`src/hw/rtl/bsc_pkg.sv`:
```
// Shared types and codes of the banned substring checker.
package bsc_pkg;

    // Width of the reported pattern count.
    localparam int COUNT_W = 5;

    // Request kinds.
    typedef enum logic [1:0] {
        KIND_TEXT  = 2'd0,
        KIND_LOAD  = 2'd1,
        KIND_CLEAR = 2'd2
    } t_kind;

    // Result status codes.
    localparam logic [2:0] ST_LEGAL    = 3'd0;
    localparam logic [2:0] ST_ILLEGAL  = 3'd1;
    localparam logic [2:0] ST_STORED   = 3'd2;
    localparam logic [2:0] ST_REJECTED = 3'd3;
    localparam logic [2:0] ST_CLEARED  = 3'd4;

    // Commands from the controller to the datapath.
    typedef struct packed {
        logic capture;
        logic shift;
        logic scan_issue;
        logic load_rd;
        logic load_wr;
        logic finish;
        logic emit;
    } t_cmd;

    // Status from the datapath to the controller.
    typedef struct packed {
        t_kind kind;
        logic  last;
        logic  scan_more;
        logic  rd_pending;
        logic  load_write_ok;
        logic  out_free;
    } t_stat;

endpackage

```
`src/hw/rtl/bsc_ctrl.sv`:
```
// Controller state machine that sequences each request through the datapath.
module bsc_ctrl (
    input  logic            i_clk,
    input  logic            i_rst_n,
    input  logic            i_in_valid,
    output logic            o_in_ready,
    input  bsc_pkg::t_stat  i_stat,
    output bsc_pkg::t_cmd   o_cmd
);

    import bsc_pkg::*;

    typedef enum logic [5:0] {
        S_IDLE   = 6'b000001,
        S_DECODE = 6'b000010,
        S_SCAN   = 6'b000100,
        S_LREAD  = 6'b001000,
        S_LWRITE = 6'b010000,
        S_FINISH = 6'b100000
    } t_state;

    t_state r_state;
    t_state n_state;
    logic   need_out;

    // A result is produced by the last byte of a text or pattern, and by a clear.
    always_comb begin
        case (i_stat.kind)
            KIND_TEXT:  need_out = i_stat.last;
            KIND_LOAD:  need_out = i_stat.last;
            KIND_CLEAR: need_out = 1'b1;
            default:    need_out = 1'b0;
        endcase
    end

    // Next state and commands.
    always_comb begin
        n_state = r_state;
        o_cmd   = '0;
        case (r_state)
            S_IDLE: begin
                if (i_in_valid) begin
                    o_cmd.capture = 1'b1;
                    n_state       = S_DECODE;
                end
            end
            S_DECODE: begin
                case (i_stat.kind)
                    KIND_TEXT: begin
                        o_cmd.shift = 1'b1;
                        n_state     = S_SCAN;
                    end
                    KIND_LOAD: begin
                        n_state = i_stat.load_write_ok ? S_LREAD : S_FINISH;
                    end
                    default: begin
                        n_state = S_FINISH;
                    end
                endcase
            end
            S_SCAN: begin
                // One row read per stored pattern; each compare is made in the cycle after its read.
                o_cmd.scan_issue = i_stat.scan_more;
                if (!i_stat.scan_more && !i_stat.rd_pending) begin
                    n_state = S_FINISH;
                end
            end
            S_LREAD: begin
                o_cmd.load_rd = 1'b1;
                n_state       = S_LWRITE;
            end
            S_LWRITE: begin
                o_cmd.load_wr = 1'b1;
                n_state       = S_FINISH;
            end
            S_FINISH: begin
                if (!need_out || i_stat.out_free) begin
                    o_cmd.finish = 1'b1;
                    o_cmd.emit   = need_out;
                    n_state      = S_IDLE;
                end
            end
            default: begin
                n_state = S_IDLE;
            end
        endcase
    end

    always_ff @(posedge i_clk) begin
        if (!i_rst_n) begin
            r_state <= S_IDLE;
        end else begin
            r_state <= n_state;
        end
    end

    assign o_in_ready = (r_state == S_IDLE);

endmodule

```
`config.mk`:
```
export PLATFORM = sky130hd
export DESIGN_NAME = bsc_ctrl
export DESIGN_NICKNAME = d
export VERILOG_FILES = /design/src/hw/rtl/bsc_pkg.sv /design/src/hw/rtl/bsc_ctrl.sv
export SDC_FILE = /design/constraint.sdc
export NUM_CORES = 1
export LEC_CHECK = 0
export ABC_CLOCK_PERIOD_IN_PS = 2400
export BUFFER_PORTS_ARGS = -buffer_cell sky130_fd_sc_hd__buf_2
export CELL_PAD_IN_SITES_DETAIL_PLACEMENT = 1
export CELL_PAD_IN_SITES_GLOBAL_PLACEMENT = 1
export CORE_AREA = 2 2 39 41
export DETAILED_ROUTE_END_ITERATION = 16
export DIE_AREA = 0 0 41 43
export PLACE_DENSITY_LB_ADDON = 0.1
export SLEW_MARGIN = 25
export SYNTH_ARGS = -nofsm -noshare
export SYNTH_HDL_FRONTEND = slang
export SYNTH_SLANG_ARGS = --single-unit
```
`constraint.sdc`:
```
create_clock -name i_clk -period 2.4 [get_ports i_clk]
set_input_delay 0.12 -clock i_clk [delete_from_list [all_inputs] [get_ports i_clk]]
set_output_delay 0.12 -clock i_clk [all_outputs]
set_load 0.01 [all_outputs]
```
==> flow_metrics.tcl, run 1 <==
set metrics [dict create \
    outcome "completed" \
    pin_count 18 \
    syn_area_um2 389 \
    rows 14 \
    placement.io_buffers 17 \
    gp_congestion 0.698 \
    post_route_cells_drive_above_1_share 0.338 \
    htreeDepth 1 \
    vias 412 \
    overflow 0 \
    reg2reg_to "r_state[0]" \
    cts-root-buf "clkbuf_4" \
    finClkSkew_ns 0.00578 \
    min_path_type "primary input to flop" \
    worst_slew_pin_slew_ns 0.420 \
    dpl.hpwl_um 836 \
    grt_pass1_vias 411 \
    cp.required_ns 2.28 \
    leakagePower_uw 0.000238 \
    die_x_um 41 \
    cp-endpoint "o_cmd[3]" \
    r2r_setup_slack_ns 0.69 \
    swShare 0.326 \
    layout_common_cells "buf_2 (17), dfxtp_1 (6), inv_1 (5)" \
    drc 0 \
    worstSetupPathType "flop to output pin" \
    viasPerCell 5.09 \
    dr.first_iter.drc_count 7 \
    postCtsSetupRepairBufs 0 \
    cts_resized 0 \
    path_max_fanout 5 \
    internal-power_uw 201 \
    grt_first_pass_wirelength_mm 1.75 \
    syn_area_per_cell_um2 8.46 \
    p_comb_frac 0.289 \
    largest-register "r_state" \
    ys_seq_elements 6 \
    reg.largest.list "r_state: 6 flops" \
    clk_pin_slew_ns 0.05 \
    ir_worst_vdd_uv 273 \
    post_drt_wl_per_cell_um 12.4 \
    grt_start_max_net_pins 8 \
    antenna_found_initial 0 \
    slew_viol_final 0 \
    finalHoldViolations 0 \
    rsz0062_at_grt "false" \
    cts_tree "built" \
    crit_arrival_ns 1.80 \
    layout_commonest_cell "buf_2" \
    ant_nets 0 \
    p_switching_uw 97.3 \
    num_antenna_cells 0 \
    fp.coreArea_um2 1380 \
    fmax_mhz 522 \
    clkPwrFrac 0.318 \
    yosysSeqAreaShare 0.309 \
    relSlewSlack 0.718 \
    nets 77 \
    period_needed_ns 1.92 \
    finalSetupTns_ns 0 \
    numCtsBuffers 3 \
    worst_setup_path_end_kind "output pin" \
    first_pass_iters 4 \
    setup_viol 0 \
    clock_sinks 6 \
    synthCells 46 \
    fp.dieArea_um2 1760 \
    r2r-start "r_state[4]" \
    die_h_um 43 \
    final_util 0.368 \
    area.growth.synth_to_final_pct 30.9 \
    place_area_um2 487 \
    routed_wl_mm 1.01 \
    start_util 0.281 \
    design_area_um2 509 \
    clk_path_buf_depth 2 \
    crit_start "r_state[4]" \
    rr_worst_depth 4 \
    largest_reg_flops 6 \
    cts_hold_buf 0 \
    critPathLaunchType "flop" \
    yosys_warnings 0 \
    grt_usage 0.145 \
    nFillCells 179 \
    synth.distinct_cells 26 \
    p_per_area_nw_per_um2 586 \
    drv_cap 0 \
    synth_nets 56 \
    post-route-period-util 0.798 \
    pwr-share-seq 0.393 \
    clock_latency_ns 0.25 \
]
[per-layer routing]
metal / share of wire / vias up / GRT usage
met1: 0.47 / 183 / 0.195
met4: 0.021 / 0 / 0.0800
li1: - / 214 / -
met3: 0.059 / 2 / 0.0157
met5: 0 / - / 0
met2: 0.45 / 13 / 0.216
[cells by family after synthesis]
| group | synth area share |
|---|---|
| buffers and inverters | 0.0675 |
| AND/OR/NAND/NOR | 0.351 |
| XOR/XNOR | 0.0225 |
| AO/OA/AOI/OAI | 0.251 |
| flip-flops | 0.309 |
[cell type report]
class                   instances  area [um2]  share of cell area
flip-flops and latches          6         120               0.236
inverters                       5        18.8              0.0369
well taps                      16        20.0              0.0393
repair buffers                 17        85.1               0.167
clock buffers                   3        22.5              0.0442
multi-input cells              34         243               0.477
[worst max-delay path, cell delays in order (launching register included)]
cell	delay, ns
dfxtp_1	0.34
or4_4	0.58
or3b_1	0.43
inv_1	0.07
buf_2	0.12
[cells in the mapped netlist]
master / number / area share
a41o_1: 1 / 0.026
and3_1: 1 / 0.016
nor4_1: 1 / 0.016
nand2_1: 2 / 0.019
and4_1: 1 / 0.023
o31a_1: 1 / 0.023
or3b_1: 1 / 0.023
a2111oi_0: 1 / 0.023
nor4bb_1: 1 / 0.026
a2111oi_4: 1 / 0.071
dfxtp_1: 6 / 0.31
xor2_1: 1 / 0.023
inv_1: 5 / 0.048
o2111ai_1: 1 / 0.023
nand2b_1: 3 / 0.048
or4_4: 1 / 0.029
o21ai_1: 1 / 0.013
a31oi_1: 1 / 0.016
nor3_1: 4 / 0.051
a21oi_1: 3 / 0.039
nor2_1: 4 / 0.039
buf_4: 1 / 0.019
nand4b_1: 1 / 0.023
or2_1: 1 / 0.016
nor4b_1: 1 / 0.023
o211ai_1: 1 / 0.019
[worst min path at each step]
stage,from,to,cells past startpoint
5_1_grt,i_stat[1],r_state[3],3
4_1_cts,i_stat[6],r_state[3],2
2_1_floorplan,i_stat[6],r_state[3],1
3_5_place_dp,i_stat[6],r_state[3],2
3_3_place_gp,i_stat[6],r_state[3],2
6_report,i_stat[6],r_state[3],2
[power groups by stage]
stage / registers [uW] / logic (uW) / clock network, uW
after floorplan: 116 / 57.3 / 0
after global placement: 119 / 87.6 / 0
after detailed placement: 119 / 87.3 / 0
after CTS: 117 / 87.8 / 97.6
after global routing: 119 / 101 / 102
final: 117 / 86.3 / 94.7
[stage by stage]
step	std cells	setup slack [ns]	power [uW]	hold slack, ns
finish	81	0.484	298	0.105
global route	81	0.400	322	0.123
CTS	81	0.467	303	0.107
detailed placement	78	0.679	207	0.364
global placement	78	0.735	206	0.368
floorplan	46	0.722	174	0.195
(Power assumes the default switching activity.)
==> run 2: changes to the inputs <==
Settings changed: ABC_AREA set to 1, ABC_CLOCK_PERIOD_IN_PS 2400 to 1830, CORE_AREA 2 2 39 41 to not set, CORE_ASPECT_RATIO set to 0.9, CORE_MARGIN set to 2, CORE_UTILIZATION set to 29, DIE_AREA 0 0 41 43 to not set.
Clock period 2.4 ns to 1.83 ns, I/O delays scaled along.
==> run 2 against run 1 <==
Routed wire length grew 21%; non-clock buffer count is the same; die area grew 5.6%; highest routed layer unchanged; largest cell class unchanged; combinational power grew 53%.
==> flow_metrics.tcl, run 2 <==
set metrics [dict create \
    grt_first_pass_wirelength_mm 2.08 \
    num_antenna_cells 0 \
    cts-root-buf "clkbuf_4" \
    clk_path_buf_depth 2 \
    layout_common_cells "nor2_1 (17), buf_2 (17), nand2_1 (13)" \
    fp.dieArea_um2 1860 \
    nFillCells 214 \
    crit_arrival_ns 1.29 \
    routed_wl_mm 1.22 \
    rows 13 \
    pin_count 18 \
    cts_resized 0 \
    fp.coreArea_um2 1450 \
    p_per_area_nw_per_um2 723 \
    stdcell_count 107 \
    largest_reg_flops 6 \
    post_route_cells_drive_above_1_share 0.359 \
    synth_top_area_frac 0.270 \
    outcome "completed" \
    finClkSkew_ns 0.000442 \
    ys_seq_elements 6 \
    worstSetupPathType "flop to output pin" \
    postCtsSetupRepairBufs 0 \
    clk_pin_slew_ns 0.04 \
    largest-register "r_state" \
    total_power_uw 407 \
    drv_cap 0 \
    cts_tree "built" \
    grt_pass1_vias 493 \
    netlist_top_cells_count "nor2_1 (17), nand2_1 (13), inv_1 (10), dfxtp_1 (6)" \
    synth_area_leader_cell "dfxtp_1" \
    placement.io_buffers 17 \
    syn_area_per_cell_um2 6.08 \
    numCtsBuffers 3 \
    start_util 0.307 \
    viasPerCell 4.58 \
    rsz0062_at_grt "false" \
    drc 0 \
    post-route-period-util 0.754 \
    ant_nets 0 \
    gp_congestion 0.769 \
    ir_worst_vdd_uv 415 \
    yosysSeqAreaShare 0.270 \
    crit_slowest_cell "dfxtp_1" \
    cts_hold_buf 0 \
    yosys-top-cells-area "dfxtp_1 (27%), nor2_1 (14%), nand2_1 (11%)" \
    min_path_type "primary input to flop" \
    syn_area_um2 444 \
    overflow 0 \
    area.growth.synth_to_final_pct 26.8 \
    synth.distinct_cells 17 \
    antenna_found_initial 0 \
    slew_viol_final 0 \
    clock_sinks 6 \
    grt_start_max_net_pins 7 \
    first_pass_iters 3 \
    clock_latency_ns 0.24 \
    finalWorstSetupSlack_ns 0.451 \
    vias 490 \
    setup_viol 0 \
    synth_edf_count 0 \
    synth.most_common_cell "nor2_1" \
    finalSetupTns_ns 0 \
    fmax_mhz 725 \
    leakagePower_uw 0.000302 \
    place_inst 104 \
    finalHoldViolations 0 \
    period_needed_ns 1.38 \
    synthCells 73 \
    synth_nets 83 \
    async_reset_ff_frac 0 \
    die_h_um 41.1 \
    nets 104 \
    reg.largest.list "r_state: 6 flops" \
    critPathLaunchType "flop" \
    post-place-ws_ns 0.640 \
    dpl.hpwl_mm 1.03 \
    synthFlopType "dfxtp_1" \
    cp.required_ns 1.74 \
    grt_usage 0.162 \
    worst_slew_pin_slew_ns 0.281 \
    post_drt_wl_per_cell_um 11.4 \
    relSlewSlack 0.811 \
    yosys_warnings 0 \
    die_x_um 45.3 \
    worst_setup_path_end_kind "output pin" \
    htreeDepth 1 \
    max_stage_delay_ns 0.32 \
    path_max_fanout 3 \
    crit_chain "inv_2 > nand2_2 > nor2_2 > nand3_1 > nor3_2 > buf_2" \
    dr.first_iter.drc_count 14 \
]
-- run 2: worst paths after layout --
path	end	startpoint	slack [ns]	depth (start not counted)
min reg2reg	r_state[5]	r_state[5]	0.59	4
max	o_cmd[5]	r_state[5]	0.45	6
max reg2reg	r_state[5]	r_state[2]	0.62	8
min	r_state[5]	i_rst_n	0.08	3
-- run 2: layout make-up --
type	instances	area, um2	share of cell area
multi-input combinational	54	272	0.482
sequential	6	120	0.213
timing repair buffer	17	85.1	0.151
inverter	12	45.0	0.0800
clock buffer	3	22.5	0.0400
tap	15	18.8	0.0333
-- run 2: metal layers --
layer / GRT usage / routed length, um
met1: 0.206 / 612
met2: 0.271 / 530
met3: 0.0441 / 58
met4: 0.0441 / 16
met5: 0 / 0
-- run 2: metrics by stage --
stage                util  hold WS (ns)  cell area (um2)
floorplan               -         0.212              444
global placement    0.373         0.340              541
detailed placement  0.373         0.334              541
CTS                 0.389        0.0778              563
global route        0.389        0.0804              563
finish              0.389        0.0816              563
-- run 2: where the power goes --
| group | switching (uW) | total, uW | internal [uW] | leakage (uW) |
|---|---|---|---|---|
| registers | 14.6 | 156 | 141 | 0.0000490 |
| logic | 84.0 | 132 | 47.8 | 0.000239 |
| clock network | 45.3 | 119 | 74.0 | 0.0000138 |
| total | 144 | 407 | 263 | 0.000302 |
-- run 2: cells by family after synthesis --
| family | share of synthesized area |
|---|---|
| AO/OA/AOI/OAI | 0.0422 |
| buffers and inverters | 0.118 |
| flip-flops | 0.270 |
| AND/OR/NAND/NOR | 0.569 |
-- run 2: critical path: cells and delay by family (launching register included) --
| kind | cells | cell delay, ns |
|---|---|---|
| flip-flops | 1 | 0.32 |
| AND/OR/NAND/NOR | 4 | 0.49 |
| buffers and inverters | 2 | 0.24 |
